## config.mk

```make
export PLATFORM = sky130hd
export DESIGN_NAME = circular_fifo_with_search
export DESIGN_NICKNAME = d
export VERILOG_FILES = /design/src/rtl/cfs_pkg.sv /design/src/rtl/circular_fifo_with_search.sv /design/src/rtl/cfs_ram.sv
export VERILOG_INCLUDE_DIRS = /design/src /design/src/rtl
export SDC_FILE = /design/constraint.sdc
export NUM_CORES = 1
export LEC_CHECK = 0
export ABC_AREA = 1
export BUFFER_PORTS_ARGS = -buffer_cell sky130_fd_sc_hd__buf_2
export CAP_MARGIN = 20
export CORE_MARGIN = 8
export CORE_UTILIZATION = 30
export DETAILED_ROUTE_END_ITERATION = 8
export SYNTH_ARGS = -nofsm -noshare
export SYNTH_HDL_FRONTEND = slang
export SYNTH_SLANG_ARGS = --single-unit
```

## constraint.sdc

```tcl
create_clock -name clk -period 8.12 [get_ports clk]
set_clock_uncertainty 0.1 [all_clocks]
set_input_delay 0.812 -clock clk [delete_from_list [all_inputs] [get_ports clk]]
set_output_delay 0.812 -clock clk [all_outputs]
set_load 0.03 [all_outputs]
```

## src/rtl/assert_macros.svh

```systemverilog
// Assertion macros used by the circular FIFO module.
// Depends on: nothing; the using module supplies clk and rst.
`ifndef ASSERT_MACROS_SVH
`define ASSERT_MACROS_SVH

// Check a property on every rising edge of clk, skipped while rst is high.
`define ASSERT_CLK(label, prop, msg) \
  label: assert property (@(posedge clk) disable iff (rst) (prop)) else $error(msg);

// Check that an expression never holds, skipped while rst is high.
`define ASSERT_NEVER(label, expr, msg) \
  label: assert property (@(posedge clk) disable iff (rst) !(expr)) else $error(msg);

`endif

```

## src/rtl/cfs_pkg.sv

```systemverilog
// Package for the circular FIFO with search: field widths, request and status codes.
// Depends on: nothing.
`timescale 1ns / 1ps

package cfs_pkg;

  localparam int DEPTH_DEF = 16;

  localparam int REQ_W   = 3;
  localparam int DATA_W  = 32;
  localparam int POS_W   = 4;
  localparam int STAT_W  = 3;
  localparam int CNT_W   = 4;

  typedef logic [REQ_W-1:0]  req_t;
  typedef logic [STAT_W-1:0] stat_t;

  localparam req_t REQ_PUSH   = 3'd0;
  localparam req_t REQ_POP    = 3'd1;
  localparam req_t REQ_READ   = 3'd2;
  localparam req_t REQ_SEARCH = 3'd3;
  localparam req_t REQ_CLEAR  = 3'd4;

  localparam stat_t ST_OK       = 3'd0;
  localparam stat_t ST_FULL     = 3'd1;
  localparam stat_t ST_EMPTY    = 3'd2;
  localparam stat_t ST_RANGE    = 3'd3;
  localparam stat_t ST_NOTFOUND = 3'd4;

endpackage

```

## src/rtl/circular_fifo_with_search.sv

```systemverilog
// Ring-buffer FIFO of signed 32-bit words with position read and value search.
// Push, pop, read, clear and bad codes: accepted in S_IDLE, result registered from S_EXEC
// once the result register is free; no new request is taken until then. Search: one entry
// a cycle from the head in S_SCAN, ending on the first hit or on the last held entry; no new
// request is taken until its result is loaded. A stalled result holds the sequencer, and with it the request side.
// Synchronous active-high reset empties the ring (head = tail = 0); slot contents stay undefined.
`timescale 1ns / 1ps

module circular_fifo_with_search
  import cfs_pkg::*;
#(
  parameter int DEPTH = DEPTH_DEF
) (
  input  logic                     clk,
  input  logic                     rst,
  // request channel
  input  logic                     in_valid,
  output logic                     in_stall,
  input  logic [REQ_W-1:0]         req_type,
  input  logic signed [DATA_W-1:0] value,
  input  logic [POS_W-1:0]         position,
  // result channel
  output logic                     out_valid,
  input  logic                     out_stall,
  output logic [STAT_W-1:0]        status,
  output logic signed [DATA_W-1:0] data,
  output logic [POS_W-1:0]         found_position,
  output logic [CNT_W-1:0]         count,
  output logic                     is_empty
);

  `include "assert_macros.svh"

  localparam int PTR_W = $clog2(DEPTH);
  localparam int CMP_W = (PTR_W > POS_W) ? PTR_W : POS_W;

  // Sequencer states
  localparam logic [1:0] S_IDLE = 2'd0;  // take a request, launch the first RAM read
  localparam logic [1:0] S_EXEC = 2'd1;  // finish a single-step request
  localparam logic [1:0] S_SCAN = 2'd2;  // compare one entry a cycle for a search

  // Ring pointers wrap at DEPTH, which need not be a power of two.
  function automatic logic [PTR_W-1:0] ring_next(input logic [PTR_W-1:0] i);
    ring_next = (i == PTR_W'(DEPTH - 1)) ? '0 : i + 1'b1;
  endfunction

  logic [1:0]              state, state_next;
  logic [PTR_W-1:0]        head, head_next;
  logic [PTR_W-1:0]        tail, tail_next;
  logic [PTR_W-1:0]        fill, fill_next;     // entries held, kept alongside the pointers
  logic [PTR_W-1:0]        scan_k, scan_k_next; // index from head of the word in rd_data
  logic [PTR_W-1:0]        scan_addr, scan_addr_next;

  // Latched request
  req_t                    req_kind;
  logic signed [DATA_W-1:0] req_value;
  logic [POS_W-1:0]        req_position;

  // RAM port
  logic                    mem_we;
  logic                    rd_en;
  logic [PTR_W-1:0]        rd_addr;
  logic signed [DATA_W-1:0] rd_data;

  // Result being loaded
  logic                    res_load;
  stat_t                   res_status;
  logic signed [DATA_W-1:0] res_data;
  logic [POS_W-1:0]        res_found;

  logic                    out_free;
  logic [PTR_W:0]          pos_sum;
  logic [PTR_W-1:0]        pos_addr;
  logic                    hit;
  logic                    last;
  logic [PTR_W-1:0]        scan_k_inc;
  logic                    pos_bad;

  assign out_free = !out_valid || !out_stall;

  // Slot of the 1-based position from head; the sum stays below 2*DEPTH for a legal position.
  always_comb begin
    pos_sum = {1'b0, head} + (PTR_W + 1)'(position) - (PTR_W + 1)'(1);
    if (pos_sum >= (PTR_W + 1)'(DEPTH)) begin
      pos_sum = pos_sum - (PTR_W + 1)'(DEPTH);
    end
    pos_addr = pos_sum[PTR_W-1:0];
  end

  assign pos_bad    = (req_position == '0) || (CMP_W'(req_position) > CMP_W'(fill));
  assign hit        = (rd_data == req_value);
  assign scan_k_inc = scan_k + 1'b1;
  assign last       = (scan_k_inc == fill);

  cfs_ram #(
    .DEPTH  (DEPTH),
    .ADDR_W (PTR_W),
    .WIDTH  (DATA_W)
  ) u_ram (
    .clk   (clk),
    .we    (mem_we),
    .waddr (tail),
    .wdata (req_value),
    .re    (rd_en),
    .raddr (rd_addr),
    .rdata (rd_data)
  );

  always_comb begin
    in_stall       = 1'b1;
    rd_en          = 1'b0;
    rd_addr        = head;
    mem_we         = 1'b0;
    state_next     = state;
    head_next      = head;
    tail_next      = tail;
    fill_next      = fill;
    scan_k_next    = scan_k;
    scan_addr_next = scan_addr;
    res_load       = 1'b0;
    res_status     = ST_OK;
    res_data       = '0;
    res_found      = '0;

    unique case (state)
      S_IDLE: begin
        in_stall = 1'b0;
        if (in_valid) begin
          // Launch the read now so the word is ready next cycle.
          rd_en = 1'b1;
          if (req_type == REQ_READ) begin
            rd_addr = pos_addr;
          end
          if (req_type == REQ_SEARCH && fill != '0) begin
            state_next     = S_SCAN;
            scan_k_next    = '0;
            scan_addr_next = ring_next(head);
          end else begin
            state_next = S_EXEC;
          end
        end
      end

      S_EXEC: begin
        if (out_free) begin
          res_load   = 1'b1;
          state_next = S_IDLE;
          unique case (req_kind)
            REQ_PUSH: begin
              if (fill == PTR_W'(DEPTH - 1)) begin
                res_status = ST_FULL;
              end else begin
                mem_we    = 1'b1;
                tail_next = ring_next(tail);
                fill_next = fill + 1'b1;
              end
            end
            REQ_POP: begin
              if (fill == '0) begin
                res_status = ST_EMPTY;
              end else begin
                res_data  = rd_data;
                head_next = ring_next(head);
                fill_next = fill - 1'b1;
              end
            end
            REQ_READ: begin
              if (pos_bad) begin
                res_status = ST_RANGE;
              end else begin
                res_data = rd_data;
              end
            end
            REQ_SEARCH: begin
              // Only an empty ring lands here.
              res_status = ST_EMPTY;
            end
            REQ_CLEAR: begin
              tail_next = head;
              fill_next = '0;
            end
            default: begin
              res_status = ST_RANGE;
            end
          endcase
        end
      end

      S_SCAN: begin
        if (hit || last) begin
          // Hold rd_data until the result register frees up.
          if (out_free) begin
            res_load   = 1'b1;
            state_next = S_IDLE;
            if (hit) begin
              res_status = ST_OK;
              res_found  = POS_W'(scan_k_inc);
            end else begin
              res_status = ST_NOTFOUND;
            end
          end
        end else begin
          // Advance to the next entry.
          rd_en          = 1'b1;
          rd_addr        = scan_addr;
          scan_addr_next = ring_next(scan_addr);
          scan_k_next    = scan_k_inc;
        end
      end

      default: begin
        state_next = S_IDLE;
      end
    endcase
  end

  // Control state
  always_ff @(posedge clk) begin
    if (rst) begin
      state     <= S_IDLE;
      head      <= '0;
      tail      <= '0;
      fill      <= '0;
      out_valid <= 1'b0;
    end else begin
      state <= state_next;
      head  <= head_next;
      tail  <= tail_next;
      fill  <= fill_next;
      if (res_load) begin
        out_valid <= 1'b1;
      end else if (!out_stall) begin
        out_valid <= 1'b0;
      end
    end
  end

  // Payload: latched request, scan position, result word
  always_ff @(posedge clk) begin
    scan_k    <= scan_k_next;
    scan_addr <= scan_addr_next;
    if (in_valid && !in_stall) begin
      req_kind     <= req_type;
      req_value    <= value;
      req_position <= position;
    end
    if (res_load) begin
      status         <= res_status;
      data           <= res_data;
      found_position <= res_found;
      count          <= CNT_W'(fill_next);
      is_empty       <= (fill_next == '0);
    end
  end

  // The fill count matches the pointer distance around the ring.
  `ASSERT_CLK(a_fill_matches_ptrs, (tail >= head) ? (fill == tail - head) : (PTR_W + 1)'(fill) == (PTR_W + 1)'(DEPTH) + (PTR_W + 1)'(tail) - (PTR_W + 1)'(head), "fill count disagrees with head and tail")
  // A new result is only loaded from a working state.
  `ASSERT_CLK(a_result_from_work, $rose(out_valid) |-> ($past(state) == S_EXEC || $past(state) == S_SCAN), "result appeared without a request in progress")
  // The scan never looks past the last held entry.
  `ASSERT_CLK(a_scan_in_range, (state == S_SCAN) |-> (scan_k < fill), "search index ran past the held entries")
  // The RAM is written only when a push completes.
  `ASSERT_CLK(a_write_on_push, mem_we |-> (state == S_EXEC && req_kind == REQ_PUSH && res_load), "slot write outside a push")

endmodule

```

## src/rtl/cfs_ram.sv

```systemverilog
// Simple dual-port RAM for the FIFO slots: one write port, one registered read port.
// Depends on: cfs_pkg (default depth and data width).
`timescale 1ns / 1ps

module cfs_ram
  import cfs_pkg::*;
#(
  parameter int DEPTH  = DEPTH_DEF,
  parameter int ADDR_W = $clog2(DEPTH),
  parameter int WIDTH  = DATA_W
) (
  input  logic                     clk,
  input  logic                     we,
  input  logic [ADDR_W-1:0]        waddr,
  input  logic signed [WIDTH-1:0]  wdata,
  input  logic                     re,
  input  logic [ADDR_W-1:0]        raddr,
  output logic signed [WIDTH-1:0]  rdata
);

  logic signed [WIDTH-1:0] mem [DEPTH];

  always_ff @(posedge clk) begin
    if (we) begin
      mem[waddr] <= wdata;
    end
  end

  // Hold the last read word while re is low.
  always_ff @(posedge clk) begin
    if (re) begin
      rdata <= mem[raddr];
    end
  end

endmodule
```

Word level (Yosys, flattened, before mapping)
Memory sizes are Yosys's and may differ from the RTL's. A register that Yosys moved wholly into a read port is not among the register bits.
Cells that the tools add are included.
{"block": "totals", "mem_bits_rw": 512, "register_bits": 106, "n_memories": 1, "inputBits": 43}
{"block": "op_classes", "add_sub_neg": 9, "n_bitwise": 1, "mux": 55, "n_reduce_logical": 21, "n_eq_ne": 20, "order_cmp": 2}
{"memory": "u_ram.mem", "depth": 16, "word_bits": 32, "rd": 1, "rd_clocked_by_memory_dff": 1, "write_ports": 1, "line_no": "cfs_ram.sv:21", "text": "logic signed [WIDTH-1:0] mem [DEPTH];"}
{"operator": "2-to-1 mux 4 bit", "n": 18}
{"operator": "2-to-1 mux 32 bit", "n": 2}
{"operator": "case mux 32 bit (2 select lines)", "n": 1}
{"operator": "equality test 32 bit", "n": 1}
{"operator": "case mux 4 bit (2 select lines)", "n": 4}
{"operator": "adder 4 x 1 -> 4 bit, second input constant", "n": 5}
{"operator": "equality test 4 bit, second input constant", "n": 4}
{"operator": "AND reduction 4 bit", "n": 4}
{"operator": "2-to-1 mux 1 bit", "n": 14}
{"operator": "2-to-1 mux 2 bit", "n": 7}
{"operator": "equality test 3 x 2 -> 1 bit, second input constant", "n": 4}
{"operator": "logical NOT 4 bit", "n": 3}
{"operator": "case mux 4 bit (3 select lines)", "n": 1}
{"operator": "!= test 2 bit, second input constant", "n": 5}
{"operator": "case mux 2 bit (5 select lines)", "n": 1}
{"operator": "2-to-1 mux 3 bit", "n": 3}
{"operator": "subtractor 4 x 1 -> 4 bit, second input constant", "n": 2}
{"operator": "case mux 2 bit (3 select lines)", "n": 1}
{"operator": "case mux 3 bit (2 select lines)", "n": 1}
{"operator": "adder 4 x 4 -> 5 bit", "n": 1}
{"operator": ">= comparator 5 bit, second input constant", "n": 1}
{"operator": "subtractor 5 x 1 -> 5 bit, second input constant", "n": 1}
{"operator": "equality test 4 bit", "n": 1}
{"operator": "greater-than comparator 4 bit", "n": 1}
{"operator": "other kinds (15)", "n": 22}

Longest topological paths before layout
Gate-level depths: netlist of the first run.
{"block": "depth", "depth_word": 7, "ltp_mapped": 20, "depth_no_buf": 18}

Hierarchy
A second synthesis of the first run with hierarchy kept.
{"block": "hier_totals", "hier_cells": 2642, "area_unflattened_um2": 28230.8}
{"module": "cfs_ram", "area_each_um2": 23050.9, "cells_each": 2120, "n_inst": 1}
{"module": "circular_fifo_with_search", "area_each_um2": 5180.0, "cells_each": 522, "n_inst": 1}

Least setup slack after synthesis of the first run
OpenSTA, ideal clock, no wires.
{"block": "synth_timing", "path_kind": "input to register", "startpoint": "input port out_stall", "endpoint": "memory u_ram.mem[7][0] (netlist bit), enable pin", "path_stages": 6, "arrival_time_ns": 3.691, "n_path_buf": 1, "setup_ns": 0.461, "slack_ns": 3.868, "path_cell_list": "nand2_1 nand2_1 buf_1 nor2_1 inv_1 nor3_1"}
{"block": "synth_between", "elab_chain_len": 6}
{"element": "start: declaration", "line_no": "circular_fifo_with_search.sv:24", "text": "input logic out_stall,"}
{"element": "logical NOT 1 bit"}
{"element": "logical OR 1 bit", "line_no": "circular_fifo_with_search.sv:79", "text": "assign out_free = !out_valid || !out_stall;"}
{"element": "2-to-1 mux 1 bit", "line_no": "circular_fifo_with_search.sv:145", "text": "if (out_free) begin"}
{"element": "2-to-1 mux 1 bit", "line_no": "circular_fifo_with_search.sv:125", "text": "unique case (state)"}
{"element": "2-to-1 mux 1 bit", "line_no": "cfs_ram.sv:24", "text": "if (we) begin"}
{"element": "2-to-1 mux 1 bit (not written as such)", "line_no": "cfs_ram.sv:25", "text": "mem[waddr] <= wdata;"}
{"element": "end: declaration", "line_no": "cfs_ram.sv:21"}
Every way passes these cells.

Worst setup path in the final report of the first run
{"block": "layout_timing", "startpoint": "register req_value[0]", "endpoint": "register u_ram.rdata[9], read port of u_ram.mem, data pin"}
{"block": "layout_between", "elab_chain_len": 4, "word_cells_on_any_way": 6, "cone_classes": "eq/ne (1); mux (4); reduce/logical (1)"}
{"element": "start: declaration", "line_no": "circular_fifo_with_search.sv:56", "text": "logic signed [DATA_W-1:0] req_value;"}
{"element": "start signal: assignment", "line_no": "circular_fifo_with_search.sv:244", "text": "req_value <= value;"}
{"element": "equality test 32 bit (*)", "line_no": "circular_fifo_with_search.sv:91", "text": "assign hit = (rd_data == req_value);"}
{"element": "logical OR 1 bit (*)", "line_no": "circular_fifo_with_search.sv:190", "text": "if (hit || last) begin"}
{"element": "2-to-1 mux 4 bit or 2-to-1 mux 1 bit (tied branches)", "line_no": "circular_fifo_with_search.sv:190"}
{"element": "case mux 4 bit (2 select lines) or case mux 1 bit (2 select lines) (tied branches)", "line_no": "circular_fifo_with_search.sv:125"}
{"element": "end: declaration", "line_no": "cfs_ram.sv:18", "text": "output logic signed [WIDTH-1:0] rdata"}
Every way passes the cells marked *; elsewhere a longest branch is shown, timed or not.
A chain may end at the register's enable or synchronous reset.

==> impl_metrics.prom, run 1 <==
# TYPE chip_impl_metric gauge
chip_impl_metric{name="synth_compound_area_share",unit="%"} 1.10
chip_impl_metric{name="irDropWorstVdd",unit="V"} 0.000134
chip_impl_metric{name="total_of_cells_resized_after_clock_tree_synthesis",unit=""} 0
chip_impl_metric{name="floorplan.die.height",unit="µm"} 323
chip_impl_metric{name="p_sw_share",unit="%"} 24.2
chip_impl_metric{name="holdPathStages",unit=""} 1
chip_impl_info{name="critical_path.startpoint_type",value="flip-flop"} 1
chip_impl_metric{name="grt_max_degree",unit=""} 143
chip_impl_info{name="end_kind",value="flip-flop"} 1
chip_impl_metric{name="ys_seq_area_share",unit="%"} 68.5
chip_impl_metric{name="ff_to_ff_setup_slack",unit="ns"} 2.92
chip_impl_metric{name="worst_setup_hold_path_clk_slew",unit="ns"} 0.06
chip_impl_metric{name="ys_async_sr_fraction",unit="%"} 0
chip_impl_metric{name="vias_per_cell",unit=""} 4.74
chip_impl_metric{name="synth_net_count",unit=""} 2675
chip_impl_metric{name="cts_inserted_buffers",unit=""} 70
chip_impl_metric{name="clock_power_share",unit="%"} 40.7
chip_impl_info{name="critical_path.reg2reg.endpoint",value="u_ram.rdata[9]$_DFFE_PP_"} 1
chip_impl_metric{name="pin_count",unit=""} 89
chip_impl_metric{name="yosys.area_share.simple",unit="%"} 21.3
chip_impl_metric{name="holdBufCountCts",unit=""} 0
chip_impl_metric{name="layout.filler_cells",unit=""} 9245
chip_impl_metric{name="gp_congestion",unit=""} 0.808
chip_impl_metric{name="max-slew-margin-rel",unit="%"} 29.9
chip_impl_metric{name="netSwitchingPower",unit="mW"} 1.87
chip_impl_metric{name="detail_route.wl_per_cell",unit="µm"} 19.2
chip_impl_metric{name="chip_width",unit="µm"} 323
chip_impl_metric{name="clk_latency",unit="ns"} 0.60
chip_impl_info{name="largest_family_of_logic_cells_by_synthesized_area",value="simple AND/OR/NAND/NOR gates"} 1
chip_impl_info{name="synthFlopType",value="sky130_fd_sc_hd__edfxtp_1"} 1
chip_impl_metric{name="muxShareOfSynthArea",unit="%"} 0
chip_impl_metric{name="post-route-period-util",unit="%"} 64.0
chip_impl_metric{name="ant_nets",unit=""} 0
chip_impl_metric{name="htree_levels",unit=""} 3
chip_impl_info{name="synth_top_cells_by_area",value="sky130_fd_sc_hd__edfxtp_1 (67%), sky130_fd_sc_hd__nand3_1 (10%), sky130_fd_sc_hd__nand2_1 (9.0%), sky130_fd_sc_hd__inv_1 (4.3%), sky130_fd_sc_hd__buf_2 (1.3%)"} 1
chip_impl_metric{name="first_iter_violations",unit=""} 1780
chip_impl_metric{name="seq_power_share",unit="%"} 50.1
chip_impl_metric{name="grt_first_pass_wirelength",unit="µm"} 115000
chip_impl_info{name="synth_area_leader_cell",value="sky130_fd_sc_hd__edfxtp_1"} 1
chip_impl_metric{name="vias_in_the_first_global_route",unit=""} 18382
chip_impl_info{name="worst_r2r_startpoint",value="req_value[0]$_DFFE_PP_"} 1
chip_impl_metric{name="fin_setup_tns",unit="ns"} 0
chip_impl_metric{name="synth_top_area_share",unit="%"} 67.4
chip_impl_info{name="hold_path_class",value="in -> reg"} 1
chip_impl_metric{name="syn_avg_cell_area",unit="µm²"} 10.8
chip_impl_metric{name="global_route.overflow_total",unit=""} 0
chip_impl_metric{name="max_slew.worst_pin.slew",unit="ns"} 1.05
chip_impl_metric{name="post_synth_inst_count",unit=""} 2611
chip_impl_metric{name="fraction_of_final_layout_cells_sized_beyond_drive_strength_1",unit="%"} 9.39
chip_impl_metric{name="power.combinational.fraction",unit="%"} 9.1
chip_impl_info{name="most_frequent_cells_in_the_layout",value="sky130_fd_sc_hd__nand2_1 (672), sky130_fd_sc_hd__edfxtp_1 (635), sky130_fd_sc_hd__nand3_1 (592)"} 1
chip_impl_metric{name="grt_antenna_before_repair",unit=""} 3
chip_impl_metric{name="synth_enable_flop_cells",unit=""} 635
chip_impl_metric{name="worst_ep_arrival_time",unit="ns"} 5.44
chip_impl_metric{name="number_of_design_rule_violations_left_after_detail_routing",unit=""} 0
chip_impl_info{name="hp-start",value="value[2]"} 1
chip_impl_info{name="rsz0062_at_grt",value="no"} 1
chip_impl_metric{name="final_hold_viol_count",unit=""} 0
chip_impl_metric{name="floorplan.initialDensity",unit="%"} 30.3
chip_impl_info{name="tritoncts",value="done"} 1
chip_impl_metric{name="max_clock_freq",unit="MHz"} 192
chip_impl_info{name="layout_commonest_cell",value="sky130_fd_sc_hd__nand2_1"} 1
chip_impl_metric{name="internal_power",unit="mW"} 5.85
chip_impl_metric{name="yosysWarnings",unit=""} 0
chip_impl_metric{name="timing.critical_path.fanout_max",unit=""} 142
chip_impl_metric{name="reg2regPathDepth",unit=""} 16
chip_impl_metric{name="finalSetupViolations",unit=""} 0
chip_impl_metric{name="timing.final.max_slew_violations",unit=""} 0
chip_impl_metric{name="critical_path_required",unit="ns"} 8.36
chip_impl_metric{name="post-cts-setup-buffer-count",unit=""} 0
chip_impl_metric{name="synth_adder_area_share",unit="%"} 0.956
chip_impl_metric{name="die-area",unit="mm²"} 0.104
chip_impl_metric{name="fin_crit",unit="ns"} 5.20
chip_impl_info{name="holdPathEnd",value="req_value[2]$_DFFE_PP_"} 1
chip_impl_metric{name="detailed_place_hpwl",unit="µm"} 41100
chip_impl_metric{name="tritoncts_sinks",unit=""} 650
chip_impl_metric{name="post_synth_xor_area_fraction",unit="%"} 1.08
chip_impl_metric{name="power.static_leakage",unit="nW"} 12.5
chip_impl_metric{name="post-route-util",unit="%"} 34.5
chip_impl_metric{name="ys_seq_elements",unit=""} 650
chip_impl_metric{name="gr_util_all_layers",unit="%"} 14.3
chip_impl_info{name="setup.worst_path.class",value="reg -> reg"} 1
chip_impl_metric{name="synth_area",unit="mm²"} 0.0283
chip_impl_metric{name="design.core.area",unit="mm²"} 0.0933
chip_impl_metric{name="fin_nets",unit=""} 2733
chip_impl_metric{name="max_cap_violations",unit=""} 0
chip_impl_info{name="cts.root.buffer_cell",value="sky130_fd_sc_hd__clkbuf_16"} 1
chip_impl_metric{name="power_per_cell_area",unit="mW/mm²"} 240
chip_impl_metric{name="clock_tree_buffer_depth",unit=""} 3
chip_impl_metric{name="routed-via-count",unit=""} 18800
chip_impl_metric{name="io_buffer_count",unit=""} 88
chip_impl_info{name="outcome",value="completed"} 1
chip_impl_metric{name="distinct_cell_type_count_after_synthesis",unit=""} 37
chip_impl_metric{name="route.final.wire_length",unit="µm"} 76200
chip_impl_metric{name="dr.pass1.iters",unit=""} 6
chip_impl_metric{name="layout-area-overhead-vs-synth",unit="%"} 14.0
chip_impl_metric{name="num_rows",unit=""} 112
[synth_stat cells, types with 4 or more instances]
master and n:
sky130_fd_sc_hd__a21oi_1 18, sky130_fd_sc_hd__buf_2 74, sky130_fd_sc_hd__buf_4 21, sky130_fd_sc_hd__buf_6 9, sky130_fd_sc_hd__clkbuf_1 33, sky130_fd_sc_hd__dfxtp_1 15, sky130_fd_sc_hd__edfxtp_1 635, sky130_fd_sc_hd__ha_1 20
sky130_fd_sc_hd__inv_1 324, sky130_fd_sc_hd__inv_2 7, sky130_fd_sc_hd__nand2_1 675, sky130_fd_sc_hd__nand2_2 4, sky130_fd_sc_hd__nand3_1 592, sky130_fd_sc_hd__nand4_1 6, sky130_fd_sc_hd__nor2_1 77, sky130_fd_sc_hd__nor3_1 19
sky130_fd_sc_hd__o211ai_1 5, sky130_fd_sc_hd__o21ai_0 19, sky130_fd_sc_hd__xnor2_1 28, sky130_fd_sc_hd__xor2_1 5
[worst max-delay path by stage]
stage	slack, ns	start	cells past startpoint	end
final	2.92	req_value[0]$_DFFE_PP_	16	u_ram.rdata[9]$_DFFE_PP_
after global routing	2.60	req_value[0]$_DFFE_PP_	16	u_ram.rdata[6]$_DFFE_PP_
after CTS	2.96	req_value[0]$_DFFE_PP_	16	u_ram.rdata[9]$_DFFE_PP_
after detailed placement	2.98	req_value[0]$_DFFE_PP_	16	u_ram.rdata[2]$_DFFE_PP_
after global placement	3.06	req_value[0]$_DFFE_PP_	16	u_ram.rdata[8]$_DFFE_PP_
after floorplan	3.87	out_stall	6	u_ram.mem[7][0]$_DFFE_PP_
[per-layer routing]
layer / GRT usage, % / up-vias / wire length, µm
met5: 0 / - / 27
met4: 4.02 / 4 / 1660
met3: 2.62 / 122 / 5190
met2: 23.5 / 605 / 35700
met1: 19.3 / 9154 / 33700
li1: - / 8915 / -
[critical path: stages (launching register included)]
cell and delay (ns):
sky130_fd_sc_hd__edfxtp_1 0.73, sky130_fd_sc_hd__nand2_1 0.11, sky130_fd_sc_hd__nand2_1 0.11, sky130_fd_sc_hd__nand2_1 0.07, sky130_fd_sc_hd__nor2_1 0.25, sky130_fd_sc_hd__nand2_1 0.19
sky130_fd_sc_hd__nor2_2 0.27, sky130_fd_sc_hd__nand2_1 0.15, sky130_fd_sc_hd__nand2_2 0.13, sky130_fd_sc_hd__nand3_4 0.66, sky130_fd_sc_hd__nand2_8 1.07, sky130_fd_sc_hd__buf_4 0.52
sky130_fd_sc_hd__nand2_1 0.11, sky130_fd_sc_hd__nand3_1 0.09, sky130_fd_sc_hd__nand3_1 0.08, sky130_fd_sc_hd__nand3_1 0.09, sky130_fd_sc_hd__nand2_1 0.07
[kinds of logic (layout without fill, tap and decap cells)]
group,Yosys count,after routing
simple gates,1382,1382
compound gates,52,52
fa+ha+maj,21,21
other cells,0,1
xor+xnor,34,34
buf+inv,472,576
flops,650,650
[final cells by class]
class | instances | area, µm² | area share [%]
tap | 1254 | 1570 | 4.87
antenna | 1 | 2.50 | 0.00776
clock inverter | 27 | 294 | 0.912
timing repair buffer | 127 | 749 | 2.32
inverter | 331 | 1240 | 3.85
sequential | 650 | 19400 | 60.1
multi-input combinational | 1489 | 7080 | 22.0
clock buffer | 91 | 1940 | 6.01
[power by group through the flow]
| stage | clock network (mW) | registers, mW | logic (mW) |
|---|---|---|---|
| 6_report | 3.15 | 3.87 | 0.706 |
| 5_1_grt | 3.32 | 3.88 | 0.793 |
| 4_1_cts | 3.20 | 3.87 | 0.713 |
| 3_5_place_dp | 0 | 3.94 | 0.710 |
| 3_3_place_gp | 0 | 3.94 | 0.704 |
| 2_1_floorplan | 0 | 3.93 | 0.491 |
[stage by stage]
step	instance area, µm²	setup WS [ns]	total power, mW	hold WS (ns)	instances
floorplan	28300	3.87	4.42	0.360	2611
CTS	32200	2.96	7.78	0.255	3968
global route	32200	2.60	8.00	0.273	3969
finish	32200	2.92	7.73	0.286	3970
detailed placement	30000	2.98	4.65	0.381	3850
global placement	30000	3.06	4.65	0.383	3849
[state kept, by name, indices dropped and copies added, names as in the netlist]
signal and cells:
u_ram.mem 512, tail 4, state 2, count 4, out_valid 1, scan_k 4
fill 4, u_ram.rdata 32, status 3, req_value 32, found_position 4, head 4
req_position 4, data 32, scan_addr 4, is_empty 1, req_kind 3
No activity file was read; power rests on OpenSTA's default activity.
==> run 2, diff against run 1 <==
clock period = 5 ns   (was 8.12 ns; I/O delays follow)
==> run 2 against run 1 <==
Effect of this change:
- cell area rose by 1.4%
- via count rose by 1.5%
- critical path depth fell by 1
- non-clock buffer count rose by 43
- sequential share of layout area fell by 0.85 points
- combinational power rose by 71%
- sequential power rose by 62%
- clock power rose by 58%
- cell count rose by 1.3%
- hold slack got worse by 0.27 ns
- wire length rose by 1.1%
- largest cell class unchanged
- largest power group unchanged
==> impl_metrics.prom, run 2 (same netlist as run 1, synthesis figures left out) <==
# TYPE chip_impl_metric gauge
chip_impl_info{name="outcome",value="completed"} 1
chip_impl_metric{name="detail_route.wl_per_cell",unit="µm"} 19.2
chip_impl_info{name="critical_path_launch_point",value="req_value[10]$_DFFE_PP_"} 1
chip_impl_metric{name="die-area",unit="mm²"} 0.104
chip_impl_metric{name="fin_nets",unit=""} 2777
chip_impl_metric{name="power.static_leakage",unit="nW"} 12.8
chip_impl_info{name="hold_path_class",value="in -> reg"} 1
chip_impl_metric{name="timing.final.max_slew_violations",unit=""} 0
chip_impl_metric{name="detailed_place_hpwl",unit="µm"} 42000
chip_impl_metric{name="power_per_cell_area",unit="mW/mm²"} 381
chip_impl_metric{name="worst_setup_hold_path_clk_slew",unit="ns"} 0.06
chip_impl_metric{name="post-route-period-util",unit="%"} 75.5
chip_impl_metric{name="final_hold_viol_count",unit=""} 0
chip_impl_metric{name="irDropWorstVdd",unit="V"} 0.000199
chip_impl_metric{name="fraction_of_final_layout_cells_sized_beyond_drive_strength_1",unit="%"} 9.97
chip_impl_metric{name="placed_area",unit="mm²"} 0.0302
chip_impl_info{name="rsz0062_at_grt",value="no"} 1
chip_impl_metric{name="grt_first_pass_wirelength",unit="µm"} 115000
chip_impl_metric{name="max_cap_violations",unit=""} 0
chip_impl_metric{name="timing.critical_path.fanout_max",unit=""} 173
chip_impl_metric{name="design.core.area",unit="mm²"} 0.0933
chip_impl_metric{name="num_rows",unit=""} 112
chip_impl_metric{name="chip_width",unit="µm"} 323
chip_impl_metric{name="largest_reg_flops",unit=""} 512
chip_impl_metric{name="ff_to_ff_setup_slack",unit="ns"} 1.23
chip_impl_metric{name="finalSetupViolations",unit=""} 0
chip_impl_metric{name="ant_nets",unit=""} 0
chip_impl_metric{name="vias_per_cell",unit=""} 4.75
chip_impl_metric{name="finalHoldWorstSlack",unit="ns"} 0.0196
chip_impl_metric{name="clk_latency",unit="ns"} 0.60
chip_impl_info{name="layout_commonest_cell",value="sky130_fd_sc_hd__nand2_1"} 1
chip_impl_metric{name="stdcell_area",unit="mm²"} 0.0327
chip_impl_metric{name="critical_path_required",unit="ns"} 5.25
chip_impl_info{name="largest_register",value="u_ram.mem"} 1
chip_impl_info{name="worst_r2r_startpoint",value="req_value[10]$_DFFE_PP_"} 1
chip_impl_metric{name="pin_count",unit=""} 89
chip_impl_metric{name="io_buffer_count",unit=""} 88
chip_impl_info{name="critical_path.startpoint_type",value="flip-flop"} 1
chip_impl_metric{name="gr_util_all_layers",unit="%"} 14.4
chip_impl_metric{name="routed-via-count",unit=""} 19085
chip_impl_metric{name="fin_setup_tns",unit="ns"} 0
chip_impl_metric{name="max-slew-margin-rel",unit="%"} 28.9
chip_impl_info{name="cts.root.buffer_cell",value="sky130_fd_sc_hd__clkbuf_16"} 1
chip_impl_metric{name="place.detailed.instances",unit=""} 3866
chip_impl_metric{name="grt_antenna_before_repair",unit=""} 5
chip_impl_metric{name="htree_levels",unit=""} 3
chip_impl_metric{name="gp_congestion",unit=""} 0.823
chip_impl_metric{name="instances_no_fill",unit=""} 4021
chip_impl_metric{name="number_of_design_rule_violations_left_after_detail_routing",unit=""} 0
chip_impl_info{name="setup.worst_path.class",value="reg -> reg"} 1
chip_impl_metric{name="global_route.overflow_total",unit=""} 0
chip_impl_metric{name="layout-area-overhead-vs-synth",unit="%"} 15.7
chip_impl_info{name="tritoncts",value="done"} 1
chip_impl_metric{name="floorplan.die.height",unit="µm"} 323
chip_impl_metric{name="dr.pass1.iters",unit=""} 6
chip_impl_info{name="hp-start",value="value[14]"} 1
chip_impl_metric{name="clock_tree_buffer_depth",unit=""} 3
chip_impl_metric{name="cts_inserted_buffers",unit=""} 71
chip_impl_metric{name="vias_in_the_first_global_route",unit=""} 18185
chip_impl_metric{name="first_iter_violations",unit=""} 1893
chip_impl_metric{name="holdBufCountCts",unit=""} 28
chip_impl_info{name="most_frequent_cells_in_the_layout",value="sky130_fd_sc_hd__nand2_1 (672), sky130_fd_sc_hd__edfxtp_1 (635), sky130_fd_sc_hd__nand3_1 (592)"} 1
chip_impl_info{name="end_kind",value="flip-flop"} 1
chip_impl_metric{name="floorplan.initialDensity",unit="%"} 30.3
chip_impl_metric{name="fin_crit",unit="ns"} 3.77
chip_impl_metric{name="total_of_cells_resized_after_clock_tree_synthesis",unit=""} 0
chip_impl_metric{name="max_clock_freq",unit="MHz"} 265
chip_impl_metric{name="worst_ep_arrival_time",unit="ns"} 4.02
chip_impl_metric{name="post-cts-setup-buffer-count",unit=""} 0
chip_impl_metric{name="max_slew.worst_pin.slew",unit="ns"} 1.07
chip_impl_metric{name="layout.filler_cells",unit=""} 9284
chip_impl_metric{name="tritoncts_sinks",unit=""} 650
chip_impl_metric{name="antennaDiodeCount",unit=""} 0
chip_impl_metric{name="grt_max_degree",unit=""} 174
chip_impl_metric{name="route.final.wire_length",unit="µm"} 77100
[run 2: where the power goes]
group / total [mW] / internal [mW] / switching (mW)
Sequential: 6.28 / 6.14 / 0.140
Clock: 4.98 / 2.86 / 2.12
Combinational: 1.21 / 0.375 / 0.832
Total: 12.5 / 9.38 / 3.09
[run 2: final cells by class]
cell class	count	area, µm²	area share, %
sequential	650	19400	59.2
multi-input combinational	1489	7080	21.6
clock buffer	88	1900	5.82
tap	1254	1570	4.80
timing repair buffer	170	1250	3.83
inverter	331	1240	3.80
clock inverter	39	288	0.880
[run 2: final timing paths]
| kind | end | cells past startpoint |
|---|---|---|
| worst max-delay path | u_ram.rdata[1]$_DFFE_PP_ | 15 |
| worst min-delay path | req_value[14]$_DFFE_PP_ | 1 |
| worst max register to register | u_ram.rdata[1]$_DFFE_PP_ | 15 |
| worst min register to register | state[1]$_SDFFE_PP0P_ | 2 |
[run 2: stage by stage]
stage	worst slack [ns]	utilization (%)	power (mW)
3_3_place_gp	1.26	32.4	7.58
3_5_place_dp	1.23	32.4	7.59
5_1_grt	0.960	35.0	12.9
6_report	1.23	35.0	12.5
4_1_cts	1.21	35.0	12.6
2_1_floorplan	0.946	-	7.18
[run 2: layer usage]
layer / part of all wire (%) / up-vias / wire (µm) / track usage [%]
met4: 3.1 / 8 / 2380 / 5.16
met2: 47 / 657 / 36100 / 23.3
met5: 0.065 / - / 50 / 0
met3: 7.5 / 156 / 5780 / 3.01
li1: - / 9033 / - / -
met1: 42 / 9231 / 32700 / 19.2
[run 2: worst max-delay path, cell delays in order, from the launching register on]
cell                       delay [ns]
sky130_fd_sc_hd__edfxtp_1        0.79
sky130_fd_sc_hd__xnor2_1         0.19
sky130_fd_sc_hd__nand2_1         0.07
sky130_fd_sc_hd__nor2_1          0.20
sky130_fd_sc_hd__nand2_1         0.15
sky130_fd_sc_hd__nor2_2          0.21
sky130_fd_sc_hd__nand2_1         0.13
sky130_fd_sc_hd__nand4_1         0.09
sky130_fd_sc_hd__nand2_1         0.14
sky130_fd_sc_hd__nand2_8         0.12
sky130_fd_sc_hd__buf_12          0.48
sky130_fd_sc_hd__nand3_1         0.17
sky130_fd_sc_hd__nand3_1         0.16
sky130_fd_sc_hd__nand3_1         0.08
sky130_fd_sc_hd__nand3_1         0.10
sky130_fd_sc_hd__nand2_1         0.06
